**src/rtl/bpfa_pkg.sv**
```systemverilog
// bpfa_pkg: shared constants, codes and controller/datapath interface types
// for the bitmap page frame allocator; no dependencies
package bpfa_pkg;

    localparam int FRAME_COUNT = 65536;
    localparam int WORD_BITS   = 32;
    localparam int NUM_WORDS   = FRAME_COUNT / WORD_BITS;
    localparam int BIT_W       = $clog2(WORD_BITS);
    localparam int WIDX_W      = $clog2(NUM_WORDS);
    localparam int FIDX_W      = WIDX_W + BIT_W;

    localparam int OPCODE_W    = 2;
    localparam int FRAME_W     = 16;
    localparam int COUNT_W     = 17;
    localparam int SUM_W       = COUNT_W + 1;
    localparam int LIMIT_W     = 12;
    localparam int CFG_IDX_W   = 2;
    localparam int CFG_DATA_W  = 12;
    localparam int LIMIT_RESET = 2048;

    typedef logic [OPCODE_W-1:0]  t_opcode;
    typedef logic [CFG_IDX_W-1:0] t_cfg_idx;

    localparam t_opcode OP_ALLOC      = 2'd0;
    localparam t_opcode OP_FREE       = 2'd1;
    localparam t_opcode OP_RANGE_FREE = 2'd2;
    localparam t_opcode OP_RANGE_RSV  = 2'd3;

    localparam t_cfg_idx CFG_LIMIT = 2'd0;
    localparam t_cfg_idx CFG_START = 2'd1;

    typedef struct packed {
        logic load;
        logic issue;
        logic modify;
        logic clear;
        logic present;
    } t_dp_cmd;

    typedef struct packed {
        logic more;
        logic done_word;
        logic empty;
        logic clr_last;
    } t_dp_stat;

endpackage

```
**src/rtl/bpfa_ctrl.sv**
```systemverilog
// bpfa_ctrl: sequencing state machine for the allocator, drives datapath
// commands and the input/output handshakes; uses bpfa_pkg
module bpfa_ctrl
    import bpfa_pkg::*;
(
    input  logic     i_clk,
    input  logic     i_rst_n,
    input  logic     i_in_valid,
    output logic     o_in_stall,
    output logic     o_out_valid,
    input  logic     i_out_stall,
    input  t_dp_stat i_stat,
    output t_dp_cmd  o_cmd
);

    typedef enum logic [1:0] {
        S_CLEAR,
        S_IDLE,
        S_RUN,
        S_POST
    } t_state;

    t_state r_state, n_state;
    logic   r_out_valid, n_out_valid;
    logic   w_accept;
    logic   w_out_free;

    assign w_accept    = i_in_valid && (r_state == S_IDLE);
    assign w_out_free  = !r_out_valid || !i_out_stall;
    assign o_in_stall  = (r_state != S_IDLE);
    assign o_out_valid = r_out_valid;

    always_comb begin
        o_cmd         = '0;
        o_cmd.load    = w_accept;
        o_cmd.clear   = (r_state == S_CLEAR);
        o_cmd.issue   = (r_state == S_RUN);
        o_cmd.modify  = (r_state == S_RUN);
        o_cmd.present = (r_state == S_POST) && w_out_free;
    end

    always_comb begin
        n_state = r_state;
        case (r_state)
            S_CLEAR: begin
                if (i_stat.clr_last) begin
                    n_state = S_IDLE;
                end
            end
            S_IDLE: begin
                if (w_accept) begin
                    n_state = S_RUN;
                end
            end
            S_RUN: begin
                if (i_stat.empty || i_stat.done_word) begin
                    n_state = S_POST;
                end
            end
            S_POST: begin
                if (w_out_free) begin
                    n_state = S_IDLE;
                end
            end
            default: n_state = S_IDLE;
        endcase
        n_out_valid = o_cmd.present ? 1'b1 : (r_out_valid && i_out_stall);
    end

    always_ff @(posedge i_clk) begin
        if (!i_rst_n) begin
            r_state     <= S_CLEAR;
            r_out_valid <= 1'b0;
        end else begin
            r_state     <= n_state;
            r_out_valid <= n_out_valid;
        end
    end

    a_reset_clears: assert property (@(posedge i_clk)
        !i_rst_n |=> (r_state == S_CLEAR))
        else $error("reset does not start the clearing pass");

    a_post_presents: assert property (@(posedge i_clk) disable iff (!i_rst_n)
        (r_state == S_POST && w_out_free) |=> (r_state == S_IDLE && r_out_valid))
        else $error("result not presented after post");

    a_out_hold: assert property (@(posedge i_clk) disable iff (!i_rst_n)
        (r_out_valid && i_out_stall) |=> r_out_valid)
        else $error("stalled result word dropped");

endmodule

```
**config.mk**
```make
export PLATFORM = sky130hd
export DESIGN_NAME = bpfa_ctrl
export DESIGN_NICKNAME = d
export VERILOG_FILES = /design/src/rtl/bpfa_pkg.sv /design/src/rtl/bpfa_ctrl.sv
export SDC_FILE = /design/constraint.sdc
export NUM_CORES = 1
export LEC_CHECK = 0
export BUFFER_PORTS_ARGS = -buffer_cell sky130_fd_sc_hd__buf_2
export CORE_AREA = 2 2 39 41
export CTS_BUF_LIST = sky130_fd_sc_hd__clkbuf_4 sky130_fd_sc_hd__clkbuf_8 sky130_fd_sc_hd__clkbuf_16
export CTS_CLUSTER_DIAMETER = 30
export DETAILED_ROUTE_END_ITERATION = 12
export DIE_AREA = 0 0 41 43
export PLACE_DENSITY_LB_ADDON = 0.08
export SYNTH_ARGS = -nofsm -noshare
export SYNTH_HDL_FRONTEND = slang
export SYNTH_SLANG_ARGS = --single-unit
export TNS_END_PERCENT = 20
```
**constraint.sdc**
```tcl
create_clock -name i_clk -period 1.2 [get_ports i_clk]
set_input_delay 0.12 -clock i_clk [delete_from_list [all_inputs] [get_ports i_clk]]
set_output_delay 0.12 -clock i_clk [all_outputs]
set_load 0.05 [all_outputs]
```
==> reports/metrics.csv, run 1 <==
metric,value,unit
status,finished with violations,
violations,negative setup slack,
cts_buffer_depth,2,
root_buffer,clkbuf_4,
synth-adder-area-share,0.214,
leakage,0.000203,uW
clock-sinks,3,
initial_core_util,0.169,
synth.top_cell.area_share,0.257,
synth_compound_area_frac,0.155,
grt_pass1_vias,219,
routedWlPerCell,9.07,um
insertion_delay,0.23,ns
tritoncts,yes,
synth-xor-area-share,0,
fp.dieW,41,um
antenna_found_initial,0,
cts_setup_buffers,0,
seq_area_frac_synth,0.257,
clock.fmax,816,MHz
synth_area_leaders,"dfxtp_1 (26%), ha_1 (21%), mux2i_1 (8.6%)",
postRouteWirelength,544,um
vdd_drop_max,1070,uV
yosys.cell_types.count,15,
grt_start_max_net_pins,6,
yosysWarnings,0,
timing.final.crit_period,1.23,ns
grt_overflow_total,0,
firstDrtPassIters,1,
antenna_cells,0,
arrival,1.11,ns
post_synth_instance_area,234,um^2
end_kind,primary output,
die_h,43,um
area_growth,96.3,%
final-max-slew-violation-count,0,
grt_pass1_wl,807,um
synth-seq-cells,3,
htreeDepth,1,
min_path_cells,2,
relSlewSlack,0.835,
hold_buffers,0,
tightest_slew,0.249,ns
cp_max_fo,4,
required,1.08,ns
synthMuxAreaShare,0.0856,
nets,57,
synth_simple_gate_area_frac,0.160,
io_pins,15,
gp_congestion,0.690,
placementRows,14,
powerDensity,3200,nW/um^2
ant_nets,0,
drive_gt1_frac,0.750,
synth_area_leader_cell,dfxtp_1,
synth_edf_count,0,
worstHoldPathType,in -> reg,
cts_buffers,3,
fin_skew,0.00117,ns
syn_area_per_cell,8.67,um^2
dieArea,1760,um^2
io_buffers,13,
worst_slack,-0.0252,ns
core_area,1380,um^2
ff2ff_path_depth,6,
syn-num-nets,39,
vias_per_cell,3.85,
synth_commonest_cells,"ha_1 (4), nand2_1 (4), dfxtp_1 (3), inv_1 (3)",
fin_crit_sh,1.02,
rsz0062_at_grt,true,
utilization,0.332,
synthCells,27,
setup_viol,5,
first_iter_violations,0,
maxCapViolations,0,
grt_usage,0.0700,
hold_viol_final,0,
total_power,1470,uW
tns,-0.0392,ns
drc,0,
crit_type,reg -> out,
hpwl,446,um
synth-main-ff-cell,dfxtp_1,
clk_pin_slew,0.03,ns
synth_top_family_by_area,adder cells,
start_kind,flip-flop,
async_flop_share,0,
num_vias,231,
[routing by layer]
| metal | routed length [um] | GRT usage |
|---|---|---|
| met1 | 213 | 0.0730 |
| met4 | 0 | 0.0400 |
| met5 | 0 | 0 |
| met2 | 273 | 0.100 |
| met3 | 57 | 0.0471 |
[flip-flops by register name (all words and copies together), names as in the netlist]
name	flops
o_out_valid	1
r_state	2
[timing repair]
action	in CTS	in global routing
setup endpoints to repair	8	8
pin swaps	0	1
resized for setup	28	3
[metrics by stage]
stage	hold WS, ns	cell area (um^2)	cells	worst slack (ns)
2_1_floorplan	0.248	240	27	-0.159
5_1_grt	0.181	459	60	-0.0639
4_1_cts	0.166	447	60	-0.0235
3_3_place_gp	0.407	325	56	-0.0642
6_report	0.173	459	60	-0.0252
3_5_place_dp	0.410	325	56	-0.0667
[report_power, final]
group	total (uW)	leakage, uW	switching [uW]	internal, uW
combinational	1030	0.000158	599	432
clock	196	0.0000184	49.0	147
sequential	245	0.0000259	82.7	162
[layout by cell type, fill, tap and decap left out, drive strengths merged]
cell    instances
a21boi          1
nor2            1
nor2b           1
mux2i           2
o221ai          1
ha              4
and2            1
dfxtp           3
nand3           1
clkbuf          4
inv             4
buf            15
nand2           4
a21oi           2
[path summary, 6_finish.rpt]
| kind | start | endpoint | slack, ns |
|---|---|---|---|
| hold / removal | i_rst_n | o_out_valid | 0.17 |
| setup / recovery | r_state[0] | o_cmd[0] | -0.03 |
| setup reg to reg | r_state[1] | r_state[1] | 0 |
| hold reg to reg | r_state[0] | r_state[0] | 0.53 |
[logic make-up (layout without fill, tap and decap cells)]
group / count (synthesis) / after routing
flops: 3 / 3
buf+inv: 6 / 23
fa+ha+maj: 4 / 4
compound gates: 4 / 4
mux: 2 / 2
simple gates: 8 / 8
[final cells by class]
type                            count  area, um^2
Clock buffer                        4        30.0
Fill cell                         159         925
Inverter                            4        22.5
Multi-Input combinational cell     18         196
Sequential cell                     3        67.6
Tap cell                           16        20.0
Timing Repair Buffer               15         123
[critical path: stages (launching register included)]
cell      delay, ns
dfxtp_4        0.39
ha_4           0.15
a21boi_4       0.17
buf_6          0.17
Power figures use the tool's default switching activity.
==> inputs of run 2 (changes only) <==
--- a/config.mk
+++ b/config.mk
@@ -7,7 +7,7 @@
 export LEC_CHECK = 0
 export BUFFER_PORTS_ARGS = -buffer_cell sky130_fd_sc_hd__buf_2
 export CORE_AREA = 2 2 39 41
-export CTS_BUF_LIST = sky130_fd_sc_hd__clkbuf_4 sky130_fd_sc_hd__clkbuf_8 sky130_fd_sc_hd__clkbuf_16
+export CTS_BUF_LIST = sky130_fd_sc_hd__clkbuf_16
 export CTS_CLUSTER_DIAMETER = 30
 export DETAILED_ROUTE_END_ITERATION = 12
 export DIE_AREA = 0 0 41 43
==> run 2 against run 1 <==
Effect of this change: the run still ends with negative setup slack left; critical path depth did not move; cell count unchanged; register-to-register slack about the same; hold slack improved by 0.014 ns; global-route usage is 0.41 points higher; sequential power hardly changed; maximum frequency rose by 1.0%; final area is 9.3% higher; largest cell class unchanged; highest routed layer unchanged.
==> reports/metrics.csv, run 2 (synthesis results as in run 1) <==
metric,value,unit,change
holdWs,0.187,ns,+0.0142 ns
leakage,0.000225,uW,+11%
clock-sinks,3,,unchanged
hold_buffers,0,,unchanged
arrival,1.09,ns,-0.02 ns
setup_viol,3,,-2
routed-wl-met2,271,um,-0.73%
grt_pass1_vias,230,,+5.0%
worst_slack,-0.0130,ns,+0.0122 ns
first_iter_violations,0,,unchanged
cts_setup_buffers,0,,unchanged
io_pins,15,,unchanged
firstDrtPassIters,1,,unchanged
dpl_cell_area,325,um^2,unchanged
violations,negative setup slack,,
die_h,43,um,unchanged
required,1.08,ns,about the same
grt_start_max_net_pins,6,,unchanged
dieArea,1760,um^2,unchanged
fin_area,502,um^2,+9.3%
drive_gt1_frac,0.727,,-0.0227
tightest_slew,0.249,ns,+0.000223 ns
nFillCells,151,,-5.0%
hold_viol_final,0,,unchanged
antenna_cells,0,,unchanged
nets,57,,unchanged
cts_buffers,3,,unchanged
core_area,1380,um^2,unchanged
vdd_drop_max,1280,uV,+20%
final-max-slew-violation-count,0,,unchanged
largest_reg_flops,2,,unchanged
worstHoldPathType,in -> reg,,
end_kind,primary output,,
clk_pin_slew,0.03,ns,about the same
timing.final.crit_period,1.21,ns,-0.0122 ns
drc,0,,unchanged
powerDensity,3490,nW/um^2,+8.9%
tritoncts,yes,,
gp_congestion,0.690,,unchanged
cp_max_fo,4,,unchanged
postRouteWirelength,542,um,-0.37%
clock.fmax,824,MHz,+1.0%
wl_met3,65,um,+14%
fin_crit_sh,1.01,,-0.0101
regArea,67.6,um^2,unchanged
crit_type,reg -> out,,
initial_core_util,0.169,,unchanged
met1_length,204,um,-4.2%
routedWlPerCell,9.03,um,-0.37%
htreeDepth,1,,unchanged
fin_skew,0.000429,ns,-0.000739 ns
antenna_found_initial,0,,unchanged
vias_per_cell,3.88,,+0.87%
placementRows,14,,unchanged
root_buffer,clkbuf_16,,
rsz0062_at_grt,true,,
mostFrequentLayoutCells,"buf_2 (8), nand2_1 (4), ha_4 (3), clkbuf_16 (3), buf_6 (3)",,
grt_usage,0.0741,,+0.00407
maxCapViolations,0,,unchanged
dp_slack,-0.0667,ns,unchanged
top_layer_used,met3,,
num_vias,233,,+0.87%
final_common_cell,buf_2,,
relSlewSlack,0.835,,about the same
start_kind,flip-flop,,
insertion_delay,0.22,ns,about the same
fp.dieW,41,um,unchanged
area_growth,114,%,
io_buffers,13,,unchanged
grt_overflow_total,0,,unchanged
multi_input_area,196,um^2,unchanged
cts_buffer_depth,2,,unchanged
regMostFlops,r_state,,
hpwl,446,um,unchanged
grt_pass1_wl,862,um,+6.8%
total_power,1750,uW,+19%
status,finished with violations,,
ant_nets,0,,unchanged
run 2: final timing paths:
path	cells after the start	slack, ns	endpoint	start
worst max-delay path	3	-0.01	o_cmd[0]	r_state[0]
worst min-delay path	2	0.19	o_out_valid	i_rst_n
worst max register to register	6	0	r_state[1]	r_state[1]
worst min register to register	2	0.53	r_state[0]	r_state[0]
run 2: critical path, cell delays in order (launching register included):
cell,delay (ns)
dfxtp_4,0.39
ha_4,0.15
a21boi_4,0.17
buf_6,0.17
run 2: per-layer routing:
layer / global-route usage / vias up
met5: 0 / -
met4: 0.0200 / 0
met3: 0.0628 / 0
met2: 0.109 / 11
met1: 0.0764 / 101
li1: - / 121
run 2: final cells by class:
cell class | instances | share of cell area
inverters | 4 | 0.0399
flip-flops and latches | 3 | 0.135
repair buffers | 15 | 0.237
multi-input cells | 18 | 0.392
well taps | 16 | 0.0399
clock buffers | 3 | 0.150
clock inverters | 1 | 0.00748
run 2: per-stage QoR:
stage | TNS (ns) | util | std cells
after floorplan | -0.427 | - | 27
after detailed placement | -0.127 | 0.235 | 56
after CTS | -0.0798 | 0.323 | 60
after global placement | -0.125 | 0.235 | 56
after global routing | -0.278 | 0.363 | 60
final | -0.0204 | 0.363 | 60
run 2: report_power, final:
group	leakage (uW)	internal [uW]	switching, uW
Combinational	0.000156	408	586
Clock	0.0000423	429	81.6
Sequential	0.0000259	162	82.7
run 2: timing repair:
| item | in CTS | in global routing |
|---|---|---|
| endpoints found under the setup margin | 8 | 8 |
| gates cloned | 0 | 0 |
| resized for setup | 19 | 10 |
| pin swaps | 0 | 1 |
==> inputs of run 3 (changes only) <==
--- a/config.mk
+++ b/config.mk
@@ -11,7 +11,8 @@
 export CTS_CLUSTER_DIAMETER = 30
 export DETAILED_ROUTE_END_ITERATION = 12
 export DIE_AREA = 0 0 41 43
-export PLACE_DENSITY_LB_ADDON = 0.08
+export GPL_TIMING_DRIVEN = 0
+export PLACE_DENSITY_LB_ADDON = 0.25
 export SYNTH_ARGS = -nofsm -noshare
 export SYNTH_HDL_FRONTEND = slang
 export SYNTH_SLANG_ARGS = --single-unit
==> run 3 against run 2 <==
Effect of this change: the run still ends with negative setup slack left; die area stayed put; hold slack worse by 0.012 ns; wire length is 4.2% higher; setup slack worse by 0.017 ns; count of clock-buffer cells in the layout stayed put; combinational power is 6% higher; maximum frequency is 1.4% lower; critical path depth is 1 higher; utilization is 1.4 points higher; largest cell class unchanged.
==> reports/metrics.csv, run 3 (synthesis results as in run 1) <==
metric,value,unit,change
ant_nets,0,,unchanged
final_common_cell,buf_2,,
maxCapViolations,0,,unchanged
end_kind,primary output,,
tightest_slew,0.252,ns,+0.00251 ns
holdWs,0.175,ns,-0.0118 ns
gp_congestion,0.575,,-17%
cp_max_fo,3,,-1
clock.fmax,813,MHz,-1.4%
worst_slack,-0.0299,ns,-0.0169 ns
start_kind,flip-flop,,
num_vias,239,,+2.6%
firstDrtPassIters,4,,+3
placementRows,14,,unchanged
cts_buffers,3,,unchanged
rsz0062_at_grt,true,,
die_h,43,um,unchanged
tritoncts,yes,,
root_buffer,clkbuf_16,,
clkPwrFrac,0.286,,-0.006
dp_slack,-0.0877,ns,-0.0210 ns
vdd_drop_max,1310,uV,+1.7%
antenna_cells,0,,unchanged
crit_type,reg -> out,,
timing.final.crit_period,1.23,ns,+0.0169 ns
nFillCells,141,,-6.6%
multi_input_area,204,um^2,+3.8%
grt_pass1_vias,220,,-4.3%
setup_viol,2,,-1
power_switching_share,0.428,,-0.000537
use_met1,0.0641,,-0.0123
grt-busiest-layer,met4,,
htreeDepth,1,,unchanged
seqPwrFrac,0.135,,-0.005
io_buffers,13,,unchanged
ff2ff_setup_slack,0.01,ns,about the same
met3_usage,0.0314,,-0.0314
vias_per_cell,3.92,,+0.89%
nets,58,,+1.8%
hold_viol_final,0,,unchanged
clk_pin_slew,0.03,ns,about the same
drive_gt1_frac,0.756,,+0.0283
fin_crit_sh,1.02,,+0.0141
status,finished with violations,,
grt_usage,0.0782,,+0.00416
final_cells,61,,+1.7%
fin_skew,0.000166,ns,-0.000263 ns
first_iter_violations,3,,+3
regArea,67.6,um^2,unchanged
core_area,1380,um^2,unchanged
fp.dieW,41,um,unchanged
mostFrequentLayoutCells,"buf_2 (7), nand2_1 (4), ha_4 (4), buf_4 (4)",,
leakage,0.000231,uW,+3.0%
violations,negative setup slack,,
clock-sinks,3,,unchanged
initial_core_util,0.169,,unchanged
p_sw,777,uW,+3.6%
required,1.08,ns,about the same
worstHoldPathType,in -> reg,,
comb_power_share,0.579,,+0.011
insertion_delay,0.22,ns,about the same
intPower,1040,uW,+3.8%
regMostFlops,r_state,,
cts_buffer_depth,2,,unchanged
grtUsageMet2,0.106,,-0.00313
hpwl,415,um,-6.9%
antenna_found_initial,0,,unchanged
dp_cells,56,,unchanged
grt_overflow_total,0,,unchanged
grt_start_max_net_pins,6,,unchanged
drc,0,,unchanged
largest_reg_flops,2,,unchanged
io_pins,15,,unchanged
arrival,1.11,ns,+0.02 ns
area_growth,123,%,
routedWlPerCell,9.26,um,+2.5%
powerDensity,3480,nW/um^2,-0.29%
dieArea,1760,um^2,unchanged
final-max-slew-violation-count,0,,unchanged
postRouteWirelength,565,um,+4.2%
relSlewSlack,0.833,,-0.00166
grt_pass1_wl,793,um,-8.0%
==> run 3: per-layer routing <==
layer,wire length [um],share of wire,up-vias
met3,42,0.074,5
met2,290,0.51,9
met4,36,0.064,0
met1,195,0.35,104
li1,-,-,121
met5,0,0,-
==> run 3: critical path, cell delays in order, from the launching register on <==
cell	delay (ns)
dfxtp_4	0.36
buf_6	0.12
ha_4	0.16
buf_6	0.11
buf_8	0.14
==> run 3: area by class of cell <==
cell class	count	share of cell area
plain buffers	1	0.0216
multi-input cells	18	0.391
clock inverters	1	0.00719
repair buffers	15	0.225
flip-flops and latches	3	0.129
well taps	16	0.0384
clock buffers	3	0.144
inverters	4	0.0432
==> run 3: power by group through the flow <==
| stage | combinational (uW) | clock, uW | sequential (uW) |
|---|---|---|---|
| after floorplan | 644 | 0 | 186 |
| after global placement | 761 | 0 | 180 |
| after detailed placement | 761 | 0 | 183 |
| after CTS | 941 | 530 | 202 |
| after global routing | 1130 | 543 | 249 |
| final | 1050 | 520 | 244 |
==> run 3: timing repair <==
| item | in CTS | in global routing |
|---|---|---|
| cloned | 0 | 0 |
| setup buffers | 1 | 1 |
| hold buffers | 0 | 0 |
| setup endpoints to repair | 7 | 6 |
| gates resized for setup | 21 | 11 |
| pin swaps | 1 | 3 |
==> run 3: per-stage QoR <==
stage                     area [um^2]  setup TNS [ns]   util  power, uW
after detailed placement          325          -0.222  0.235        944
after global routing              522          -0.261  0.377       1920
final                             522         -0.0402  0.377       1810
after floorplan                   240          -0.427      -        830
after global placement            325          -0.182  0.235        941
after CTS                         472          -0.170  0.341       1670
==> run 3: final timing paths <==
kind,start,end,cells past startpoint
setup / recovery,r_state[1],o_cmd[3],4
hold / removal,i_rst_n,o_out_valid,2
setup reg to reg,r_state[1],r_state[1],6
hold reg to reg,r_state[0],r_state[0],2
